`src/hw/rtl/ipv6tap_pkg.sv`:
```
// Package for the IPv6 text address parser: widths, character codes and the
// hex digit decoder. No dependencies.
package ipv6tap_pkg;

    localparam int CHAR_W      = 8;
    localparam int GROUP_W     = 16;
    localparam int NUM_GROUPS  = 8;
    localparam int ADDR_W      = GROUP_W * NUM_GROUPS;
    localparam int HALF_W      = ADDR_W / 2;
    localparam int DIGIT_W     = 3;
    localparam int COUNT_W     = 4;
    localparam int POS_W       = 2;
    localparam int RES_W       = 1 + ADDR_W;
    localparam int M_TDATA_W   = ((RES_W + 7) / 8) * 8;

    localparam logic [CHAR_W-1:0] CHAR_NUL   = 8'h00;
    localparam logic [CHAR_W-1:0] CHAR_COLON = 8'h3A;
    localparam logic [CHAR_W-1:0] CHAR_0     = 8'h30;
    localparam logic [CHAR_W-1:0] CHAR_9     = 8'h39;
    localparam logic [CHAR_W-1:0] CHAR_A_LO  = 8'h61;
    localparam logic [CHAR_W-1:0] CHAR_F_LO  = 8'h66;
    localparam logic [CHAR_W-1:0] CHAR_A_UP  = 8'h41;
    localparam logic [CHAR_W-1:0] CHAR_F_UP  = 8'h46;

    localparam logic [DIGIT_W-1:0] MAX_DIGITS = 3'd4;
    localparam logic [POS_W-1:0]   POS_SAT    = 2'd3;
    localparam logic [COUNT_W-1:0] GROUPS_MAX = 4'd8;
    localparam logic [COUNT_W-1:0] GAP_MAX    = 4'd7;

    typedef struct packed {
        logic       is_hex;
        logic [3:0] value;
    } hex_digit_t;

    function automatic hex_digit_t hex_decode(input logic [CHAR_W-1:0] c);
        hex_digit_t       d;
        logic [CHAR_W-1:0] v;
        d = '0;
        v = '0;
        if (c >= CHAR_0 && c <= CHAR_9) begin
            v = c - CHAR_0;
            d.is_hex = 1'b1;
        end else if (c >= CHAR_A_LO && c <= CHAR_F_LO) begin
            v = c - CHAR_A_LO + 8'd10;
            d.is_hex = 1'b1;
        end else if (c >= CHAR_A_UP && c <= CHAR_F_UP) begin
            v = c - CHAR_A_UP + 8'd10;
            d.is_hex = 1'b1;
        end
        d.value = v[3:0];
        return d;
    endfunction

endpackage

```
`src/hw/rtl/ipv6_text_address_parser.sv`:
```
// The last character is registered in the input stage, then its result in the output register.
// Throughput: one character per cycle; the input stalls only while a finished result
// waits in the output register and the next pending item is itself a last character.
// Reset (rst_n low, asynchronous) clears all parse flags, counters and valid bits;
// the group shift registers are not reset.
// Depends on ipv6tap_pkg.
module ipv6_text_address_parser (
    input  logic                               clk,
    input  logic                               rst_n,
    input  logic                               s_tvalid,
    output logic                               s_tready,
    input  logic [ipv6tap_pkg::CHAR_W-1:0]     s_tdata,   // [7:0] char_code
    input  logic                               s_tlast,   // last_char
    output logic                               m_tvalid,
    input  logic                               m_tready,
    output logic [ipv6tap_pkg::M_TDATA_W-1:0]  m_tdata    // [0] valid_res, [64:1] addr_high,
                                                          // [128:65] addr_low, rest zero
);
    import ipv6tap_pkg::*;

    logic                 s1_valid_reg;
    logic [CHAR_W-1:0]    s1_char_reg;
    logic                 s1_last_reg;
    logic                 advance;

    logic [ADDR_W-1:0]    front_vec_reg, front_vec_next;
    logic [ADDR_W-1:0]    rear_vec_reg,  rear_vec_next;
    logic [COUNT_W-1:0]   front_count_reg, front_count_next;
    logic [COUNT_W-1:0]   rear_count_reg,  rear_count_next;
    logic                 gap_seen_reg,    gap_seen_next;
    logic [GROUP_W-1:0]   group_value_reg, group_value_next;
    logic [DIGIT_W-1:0]   digit_count_reg, digit_count_next;
    logic                 colon_pending_reg, colon_pending_next;
    logic [POS_W-1:0]     char_position_reg, char_position_next;
    logic                 failed_reg,      failed_next;
    logic                 ended_reg,       ended_next;

    logic                 m_tvalid_reg;
    logic [M_TDATA_W-1:0] m_tdata_reg, m_tdata_next;

    hex_digit_t           hex;
    logic                 a_commit;
    logic                 commit_req;
    logic [COUNT_W-1:0]   total;
    logic [COUNT_W-1:0]   fin_total;
    logic                 ok;
    logic [COUNT_W-1:0]   front_gap;
    logic [COUNT_W-1:0]   rear_gap;
    logic [ADDR_W-1:0]    front_placed;
    logic [ADDR_W-1:0]    rear_mask;
    logic [ADDR_W-1:0]    addr;

    assign advance  = s1_valid_reg && (!s1_last_reg || !m_tvalid_reg || m_tready);
    assign s_tready = !s1_valid_reg || advance;
    assign m_tvalid = m_tvalid_reg;
    assign m_tdata  = m_tdata_reg;

    // character step, then group commit, then verdict and address packing
    always_comb
    begin
        hex                = hex_decode(s1_char_reg);
        a_commit           = 1'b0;
        front_vec_next     = front_vec_reg;
        rear_vec_next      = rear_vec_reg;
        front_count_next   = front_count_reg;
        rear_count_next    = rear_count_reg;
        gap_seen_next      = gap_seen_reg;
        group_value_next   = group_value_reg;
        digit_count_next   = digit_count_reg;
        colon_pending_next = colon_pending_reg;
        char_position_next = char_position_reg;
        failed_next        = failed_reg;
        ended_next         = ended_reg;

        if (!ended_reg && !failed_reg) begin
            if (s1_char_reg == CHAR_NUL) begin
                ended_next = 1'b1;
            end else begin
                if (hex.is_hex) begin
                    if (digit_count_reg >= MAX_DIGITS
                        || (colon_pending_reg && char_position_reg == 2'd1)) begin
                        failed_next = 1'b1;
                    end else begin
                        group_value_next = {group_value_reg[GROUP_W-5:0], hex.value};
                        digit_count_next = digit_count_reg + 3'd1;
                    end
                    colon_pending_next = 1'b0;
                end else if (s1_char_reg == CHAR_COLON) begin
                    if (colon_pending_reg) begin
                        if (gap_seen_reg) begin
                            failed_next = 1'b1;
                        end
                        gap_seen_next      = 1'b1;
                        colon_pending_next = 1'b0;
                    end else if (digit_count_reg == '0) begin
                        if (char_position_reg == '0) begin
                            colon_pending_next = 1'b1;
                        end else begin
                            failed_next = 1'b1;
                        end
                    end else begin
                        a_commit           = 1'b1;
                        colon_pending_next = 1'b1;
                    end
                end else begin
                    failed_next = 1'b1;
                end
                if (char_position_reg != POS_SAT) begin
                    char_position_next = char_position_reg + 2'd1;
                end
            end
        end else if (s1_char_reg == CHAR_NUL) begin
            ended_next = 1'b1;
        end

        // at most one group commit per character
        commit_req = !failed_next && (a_commit || (s1_last_reg && digit_count_next != '0));
        total      = front_count_next + rear_count_next;
        if (commit_req) begin
            if (total >= GROUPS_MAX) begin
                failed_next = 1'b1;
            end else begin
                if (gap_seen_next) begin
                    rear_vec_next   = {rear_vec_reg[ADDR_W-GROUP_W-1:0], group_value_next};
                    rear_count_next = rear_count_next + 4'd1;
                end else begin
                    front_vec_next   = {front_vec_reg[ADDR_W-GROUP_W-1:0], group_value_next};
                    front_count_next = front_count_next + 4'd1;
                end
                group_value_next = '0;
                digit_count_next = '0;
            end
        end

        fin_total = front_count_next + rear_count_next;
        ok        = !failed_next && !colon_pending_next
                    && (gap_seen_next ? (fin_total <= GAP_MAX) : (fin_total == GROUPS_MAX));

        // front groups go to the top, rear groups stay at the bottom, zeros between
        front_gap    = GROUPS_MAX - front_count_next;
        rear_gap     = GROUPS_MAX - rear_count_next;
        front_placed = front_vec_next << {front_gap, 4'b0000};
        rear_mask    = {ADDR_W{1'b1}} >> {rear_gap, 4'b0000};
        addr         = ok ? (front_placed | (rear_vec_next & rear_mask)) : '0;

        m_tdata_next = '0;
        m_tdata_next[0]                   = ok;
        m_tdata_next[HALF_W:1]            = addr[ADDR_W-1:HALF_W];
        m_tdata_next[ADDR_W:HALF_W+1]     = addr[HALF_W-1:0];
    end

    always_ff @(posedge clk or negedge rst_n)
    begin
        if (!rst_n) begin
            s1_valid_reg <= 1'b0;
        end else if (s_tvalid && s_tready) begin
            s1_valid_reg <= 1'b1;
        end else if (advance) begin
            s1_valid_reg <= 1'b0;
        end
    end

    always_ff @(posedge clk)
    begin
        if (s_tvalid && s_tready) begin
            s1_char_reg <= s_tdata;
            s1_last_reg <= s_tlast;
        end
        if (advance) begin
            front_vec_reg <= front_vec_next;
            rear_vec_reg  <= rear_vec_next;
        end
        if (advance && s1_last_reg) begin
            m_tdata_reg <= m_tdata_next;
        end
    end

    always_ff @(posedge clk or negedge rst_n)
    begin
        if (!rst_n) begin
            front_count_reg   <= '0;
            rear_count_reg    <= '0;
            gap_seen_reg      <= 1'b0;
            group_value_reg   <= '0;
            digit_count_reg   <= '0;
            colon_pending_reg <= 1'b0;
            char_position_reg <= '0;
            failed_reg        <= 1'b0;
            ended_reg         <= 1'b0;
        end else if (advance) begin
            if (s1_last_reg) begin
                front_count_reg   <= '0;
                rear_count_reg    <= '0;
                gap_seen_reg      <= 1'b0;
                group_value_reg   <= '0;
                digit_count_reg   <= '0;
                colon_pending_reg <= 1'b0;
                char_position_reg <= '0;
                failed_reg        <= 1'b0;
                ended_reg         <= 1'b0;
            end else begin
                front_count_reg   <= front_count_next;
                rear_count_reg    <= rear_count_next;
                gap_seen_reg      <= gap_seen_next;
                group_value_reg   <= group_value_next;
                digit_count_reg   <= digit_count_next;
                colon_pending_reg <= colon_pending_next;
                char_position_reg <= char_position_next;
                failed_reg        <= failed_next;
                ended_reg         <= ended_next;
            end
        end
    end

    always_ff @(posedge clk or negedge rst_n)
    begin
        if (!rst_n) begin
            m_tvalid_reg <= 1'b0;
        end else if (advance && s1_last_reg) begin
            m_tvalid_reg <= 1'b1;
        end else if (m_tready) begin
            m_tvalid_reg <= 1'b0;
        end
    end

endmodule

```
`config.mk`:
```
export PLATFORM = sky130hd
export DESIGN_NAME = ipv6_text_address_parser
export DESIGN_NICKNAME = d
export VERILOG_FILES = /design/src/hw/rtl/ipv6tap_pkg.sv /design/src/hw/rtl/ipv6_text_address_parser.sv
export SDC_FILE = /design/constraint.sdc
export NUM_CORES = 1
export LEC_CHECK = 0
export BUFFER_PORTS_ARGS = -buffer_cell sky130_fd_sc_hd__clkbuf_2
export CORE_MARGIN = 2
export CORE_UTILIZATION = 30
export CTS_CLUSTER_DIAMETER = 100
export CTS_CLUSTER_SIZE = 24
export DETAILED_ROUTE_END_ITERATION = 10
export HOLD_SLACK_MARGIN = 0.08
export SLEW_MARGIN = 20
export SYNTH_ARGS = -nofsm -noshare
export SYNTH_HDL_FRONTEND = slang
export SYNTH_SLANG_ARGS = --single-unit
```
`constraint.sdc`:
```
create_clock -name clk -period 9.8 [get_ports clk]
set_input_delay 1.96 -clock clk [delete_from_list [all_inputs] [get_ports clk]]
set_output_delay 1.96 -clock clk [all_outputs]
set_load 0.01 [all_outputs]
```
==> impl_metrics.tcl, run 1 <==
set metrics [dict create \
    outcome "finished clean" \
    seq_pwr_share_pct 39.6 \
    timing.critical_path.fanout_max 35 \
    type_of_the_worst_setup_path "register to register" \
    clkSinkCount 429 \
    port_buffers 143 \
    clk_pin_slew_ns 0.10 \
    worst_skew_pair.late_latency_ns 0.62 \
    hold_path_class "register to register" \
    cts_hold_buf 0 \
    grt-ovfl-total 0 \
    crit-reg2reg-capture "m_tdata[22]" \
    type_of_destination_of_the_critical_path "register" \
    finalCritPeriodShare_pct 66.7 \
    antenna_violating_nets_post_route 0 \
    final-setup-viol-count 0 \
    nets 2480 \
    cp_data_arrival_time_ns 6.97 \
    die-height_um 289 \
    seq_area_frac_synth_pct 52.2 \
    synthDistinctLibCells 84 \
    grt_setup_unrepaired "no" \
    areal_power_density_over_the_cells_nw_per_um2 213 \
    fin_total_pwr_w 0.00571 \
    postSynthRegisterBits 429 \
    detail_route.vias_per_cell 5.70 \
    core_area_um2 80400 \
    drv_cap 0 \
    area_growth_synth_to_finish_pct 9.94 \
    hold_ep "group_value_reg[14]" \
    power_report.internal_total_w 0.00335 \
    shortest_clock_period_the_worst_path_allows_after_layout_ns 6.53 \
    async_flop_share_pct 8.16 \
    boundaryPins 151 \
    most_frequent_cells_in_the_layout "nand2_1, edfxtp_1, clkbuf_2" \
    rows 104 \
    ff_latch_area_um2 12700 \
    switchingPower_w 0.00237 \
    largest_net_degree_at_the_start_of_global_routing 105 \
    tritoncts "yes" \
    synth-warning-count 0 \
    drive_above_1_share_pct 16.7 \
    grt_antenna_before_repair 0 \
    ctsLongestPathBuffers 3 \
    cts_root_buffer "clkbuf_16" \
    worst-r2r-setup-slack_ns 3.27 \
    place_worst_setup_slack_ns 3.44 \
    synth_area_um2 24400 \
    dr.first_iter.drc_count 2773 \
    hp-start "group_value_reg[14]" \
    cts_setup_buffers 0 \
    hpwl_um 58700 \
    finalHoldViolCount 0 \
    initial_core_util_pct 30.3 \
    relSlewSlack_pct 21.1 \
    post_cts_gate_resize_count 0 \
    leakagePower_nw 9.67 \
    fin_setup_tns_ns 0 \
    wirelength_per_cell_um 24.5 \
    cts-buffers-inserted 24 \
    max_freq_mhz 153 \
    wire_length_of_the_first_global_routing_pass_um 127000 \
    utilization_pct 33.3 \
    maxSlewViolCount 0 \
    rr_worst_depth 16 \
    design.die.area_um2 83500 \
    first_global_vias 18900 \
    synth_flop_cell "edfxtp_1" \
    sw_frac_of_total_pct 41.4 \
    tightestPinTransition_ns 1.18 \
    multiInputGateArea_um2 10600 \
    routed_wirelength_um 86200 \
    hold-path-cell-count 1 \
    timing.rr.start "s1_char_reg[0]" \
    global_route.usage.total_pct 20.1 \
    worstSetupStartpointType "register" \
    via_count 20100 \
    detailedRoute.firstPassIterationCount 6 \
    syn-instance-count 2438 \
    number_of_enable_flip_flop_cells_after_synthesis 394 \
    synth_area_per_cell_um2 9.99 \
    critPathRequiredTime_ns 10.23 \
    irDropWorstVdd_v 0.000129 \
    postLayoutSetupSlackWorst_ns 3.27 \
    layout_commonest_cell "nand2_1" \
    power.combinational.fraction_pct 39.4 \
    layout.filler_cells 8193 \
    dieWidth_um 289 \
    final_weighted_congestion_in_routability_driven_placement 0.915 \
    route.detailed.drc 0 \
    flip_flop_count_of_the_largest_register_all_copies_and_words_added 129 \
    clock_tree.htree_level_count 1 \
    worst_clock_skew_ns 0.0339 \
    power.share.clock_pct 21.1 \
]
-- cell families after synthesis --
family	Yosys count	share of synthesized area, %
muxes	78	3.90
and+or+nand+nor	1102	21.5
other	1	0.0154
adders and majority gates	21	1.08
xor gates and xnor gates	15	0.570
DFF	429	52.2
AOI/OAI and AO/OA	527	16.0
buffers and inverters	265	4.75
-- layer usage --
layer,part of all wire (%),global-route usage [%],vias up
li1,-,-,8984
met1,40,26.8,9880
met2,46,32.3,1072
met3,9.0,3.43,141
met4,4.6,8.27,0
met5,0,0,-
-- synthesized netlist by cell type, types with 13 or more instances --
cell / instances / share of area [%]
a2111oi_0: 13 / 0.47
a211oi_1: 28 / 0.86
a21o_1: 16 / 0.49
a21oi_1: 48 / 0.99
a221oi_1: 19 / 0.68
a22o_1: 16 / 0.58
a22oi_1: 22 / 0.68
a2bb2oi_1: 23 / 0.83
a311oi_1: 25 / 0.90
a31oi_1: 34 / 0.87
a32oi_1: 49 / 1.8
buf_1: 15 / 0.23
buf_2: 22 / 0.45
buf_6: 14 / 0.65
clkbuf_1: 155 / 2.4
dfrtp_1: 35 / 3.6
edfxtp_1: 394 / 49
ha_1: 21 / 1.1
inv_1: 50 / 0.77
mux2_2: 30 / 1.4
mux2i_1: 36 / 1.5
nand2_1: 650 / 10
nand3_1: 87 / 1.8
nor2_1: 137 / 2.1
nor3_1: 43 / 0.88
nor3_2: 110 / 4.5
nor4_1: 14 / 0.36
o21a_1: 16 / 0.49
o21ai_0: 90 / 1.8
o21bai_1: 20 / 0.62
o31ai_1: 22 / 0.68
-- power by group through the flow --
| stage | sequential [W] | combinational, W | clock (W) |
|---|---|---|---|
| after CTS | 0.00226 | 0.00219 | 0.00122 |
| final | 0.00226 | 0.00225 | 0.00120 |
| after detailed placement | 0.00230 | 0.00218 | 0 |
| after global routing | 0.00228 | 0.00236 | 0.00128 |
| after floorplan | 0.00229 | 0.00143 | 0 |
| after global placement | 0.00230 | 0.00218 | 0 |
-- metrics by stage --
stage | instances | hold WS (ns) | instance area (um2)
6_report | 3525 | 0.515 | 26800
5_1_grt | 3524 | 0.521 | 26800
4_1_cts | 3523 | 0.512 | 26700
3_5_place_dp | 3479 | 0.485 | 25900
3_3_place_gp | 3479 | 0.484 | 25900
2_1_floorplan | 2444 | 0.465 | 24400
-- area by class of cell --
class / instances / area share [%]
multi-input cells: 1750 / 39.8
flip-flops and latches: 429 / 47.4
well taps: 1060 / 4.95
inverters: 51 / 0.761
clock inverters: 8 / 0.486
repair buffers: 190 / 4.06
diodes: 1 / 0.00934
clock buffers: 36 / 2.53
-- worst max-delay path, stage by stage, from the launching register on --
cell and delay [ns]:
edfxtp_1 0.45, inv_1 0.15, ha_1 0.22, nor3b_1 0.41
a211oi_1 0.19, mux2i_1 0.40, a32o_2 0.20, buf_4 0.37
nand3_1 0.15, nand2_1 0.33, inv_1 0.21, ha_4 0.63
buf_4 0.50, inv_2 0.43, nor3_4 1.07, a221oi_1 0.40
nor3_2 0.19
-- how the worst max path moves through the flow --
stage                   start     endpoint  slack, ns  depth (start not counted)
4_1_cts        s1_char_reg[0]  m_tdata[35]       3.40                         17
3_3_place_gp   s1_char_reg[3]  m_tdata[35]       3.49                         14
5_1_grt        s1_char_reg[3]  m_tdata[22]       2.98                         13
2_1_floorplan        m_tready    ended_reg       3.58                          6
3_5_place_dp   s1_char_reg[0]  m_tdata[35]       3.44                         17
6_report       s1_char_reg[0]  m_tdata[22]       3.27                         16
Note: power is estimated with default switching activity, not from simulation.
==> run 2: changes to the inputs <==
==> constraint.sdc (replaced) <==
create_clock -name clk -period 6.64 [get_ports clk]
set_input_delay 1.328 -clock clk [delete_from_list [all_inputs] [get_ports clk]]
set_output_delay 1.328 -clock clk [all_outputs]
set_load 0.01 [all_outputs]
==> run 2 against run 1 <==
  * Non-clock buffer count rose by 18
  * Clock-buffer cell count decreased by 5
  * Sequential power is 47% higher
  * Via count shrank 1.1%
  * First-iteration DRC count fell by 10%
  * Power is 47% higher
  * Flip-flop and latch count is the same
  * Clock power up 38%
  * Cell count up 0.34%
  * Clock skew rose by 0.024 ns
==> impl_metrics.tcl, run 2 (synthesis gave the netlist of run 1 again) <==
set metrics [dict create \
    outcome "finished clean" \
    finalHoldViolCount 0 \
    hold-path-cell-count 2 \
    nets 2497 \
    drv_cap 0 \
    dr.first_iter.drc_count 2496 \
    hold_path_class "register to register" \
    grt_setup_unrepaired "no" \
    ctsLongestPathBuffers 3 \
    antenna_violating_nets_post_route 0 \
    critPathSlowestCell "o41ai_2" \
    post_cts_gate_resize_count 0 \
    final-setup-viol-count 0 \
    relSlewSlack_pct 23.9 \
    worst_skew_pair.late_latency_ns 0.61 \
    power.share.clock_pct 19.7 \
    critPathRequiredTime_ns 6.93 \
    clkSinkCount 429 \
    dieWidth_um 289 \
    timing.rr.start "s1_char_reg[0]" \
    cts_setup_buffers 0 \
    switchingPower_w 0.00348 \
    type_of_destination_of_the_critical_path "register" \
    power_report.internal_total_w 0.00492 \
    port_buffers 143 \
    design.die.area_um2 83500 \
    crit_path_cell_trace "inv_1 > ha_1 > nand2b_1 > or3_1 > o41ai_2 > a32oi_4 > o21ai_0 > and2_1 > ha_4 > xor2_1 > xor2_4 > buf_4 > a2111oi_0 > a211oi_1 > a2bb2oi_1 > nor3_2" \
    cts-buffers-inserted 23 \
    global_route.usage.total_pct 19.5 \
    area_growth_synth_to_finish_pct 10.2 \
    max_freq_mhz 176 \
    hold_ep "group_value_reg[3]" \
    critical_path.max_stage_delay_ns 0.53 \
    layer_with_the_highest_usage_after_global_routing "met2" \
    cp_top_family "compound AO/OA/AOI/OAI gates" \
    layout.filler_cells 8214 \
    boundaryPins 151 \
    use_met3_pct 2.46 \
    route.detailed.drc 0 \
    detailedRoute.firstPassIterationCount 6 \
    wire_length_of_the_first_global_routing_pass_um 124000 \
    leakagePower_nw 9.72 \
    finalCritPeriodShare_pct 85.7 \
    tritoncts "yes" \
    worstSetupStartpointType "register" \
    cts_hold_buf 0 \
    first_global_vias 18900 \
    seq_pwr_share_pct 39.6 \
    clk_pin_slew_ns 0.10 \
    flip_flop_count_of_the_largest_register_all_copies_and_words_added 129 \
    utilization_pct 33.4 \
    irDropWorstVdd_v 0.000207 \
    type_of_the_worst_setup_path "register to register" \
    areal_power_density_over_the_cells_nw_per_um2 313 \
    grt-ovfl-total 0 \
    worst_clock_skew_ns 0.0576 \
    critPathBufInv 2 \
    groute.layer.met2.usage_pct 31.7 \
    initial_core_util_pct 30.3 \
    tightestPinTransition_ns 1.13 \
    hp-start "group_value_reg[3]" \
    detail_route.vias_per_cell 5.61 \
    place_worst_setup_slack_ns 1.07 \
    grt_antenna_before_repair 0 \
    routed_wirelength_um 83200 \
    sw_frac_of_total_pct 41.5 \
    wirelength_per_cell_um 23.5 \
    cp_data_arrival_time_ns 5.98 \
    core_area_um2 80400 \
    die-height_um 289 \
    global_route.usage.met1_pct 26.2 \
    crit-reg2reg-capture "m_tdata[5]" \
    power.combinational.fraction_pct 40.7 \
    final_weighted_congestion_in_routability_driven_placement 0.932 \
    hpwl_um 57100 \
    shortest_clock_period_the_worst_path_allows_after_layout_ns 5.69 \
    rows 104 \
    postLayoutSetupSlackWorst_ns 0.953 \
    worst-r2r-setup-slack_ns 0.95 \
    fin_setup_tns_ns 0 \
    most_frequent_cells_in_the_layout "nand2_1, edfxtp_1, clkbuf_2" \
    rr_worst_depth 16 \
    drive_above_1_share_pct 17.2 \
    via_count 19800 \
    clock_tree.htree_level_count 1 \
    insertedDiodeCount 0 \
    layout_commonest_cell "nand2_1" \
    timing.critical_path.fanout_max 19 \
    largest_net_degree_at_the_start_of_global_routing 98 \
    cts_root_buffer "clkbuf_16" \
    maxSlewViolCount 0 \
]
## run 2: how the worst max path moves through the flow
stage / from / to / slack (ns) / depth (start not counted)
after floorplan: m_tready / ended_reg / 1.05 / 6
after global placement: s1_char_reg[0] / m_tdata[29] / 1.15 / 14
after detailed placement: s1_char_reg[0] / m_tdata[29] / 1.07 / 14
after CTS: s1_char_reg[0] / m_tdata[29] / 1.03 / 14
after global routing: s1_char_reg[0] / m_tdata[31] / 0.73 / 17
final: s1_char_reg[0] / m_tdata[5] / 0.95 / 16
## run 2: power by group through the flow
stage,Sequential (W),Combinational [W],Clock [W]
4_1_cts,0.00332,0.00334,0.00168
3_3_place_gp,0.00338,0.00333,0
3_5_place_dp,0.00338,0.00333,0
6_report,0.00333,0.00342,0.00165
5_1_grt,0.00335,0.00359,0.00176
2_1_floorplan,0.00337,0.00211,0
## run 2: area by class of cell
type,count,area (um2),share of cell area [%]
Sequential cell,429,12700,47.3
Multi-Input combinational cell,1750,10700,39.7
Tap cell,1060,1330,4.94
Timing Repair Buffer,208,1270,4.71
Clock buffer,31,606,2.25
Inverter,51,204,0.759
Clock inverter,8,95.1,0.354
## run 2: tightest hold or removal path, cell delays in order (launching register included)
cell and delay [ns]:
dfrtp_1 0.38, nand2_1 0.05, o21ai_0 0.06
## run 2: through the flow
step	total power [W]	cells	hold WS (ns)	area [um2]
CTS	0.00835	3537	0.522	26900
global placement	0.00671	3498	0.480	26200
detailed placement	0.00672	3498	0.491	26200
global route	0.00870	3537	0.541	26900
floorplan	0.00549	2444	0.465	24400
finish	0.00841	3537	0.523	26900
## run 2: routing by layer
layer  up-vias  routed length [um]
li1       9032                   -
met1      9726               34000
met2       968               39100
met3       123                6490
met4         0                3650
met5         -                   0
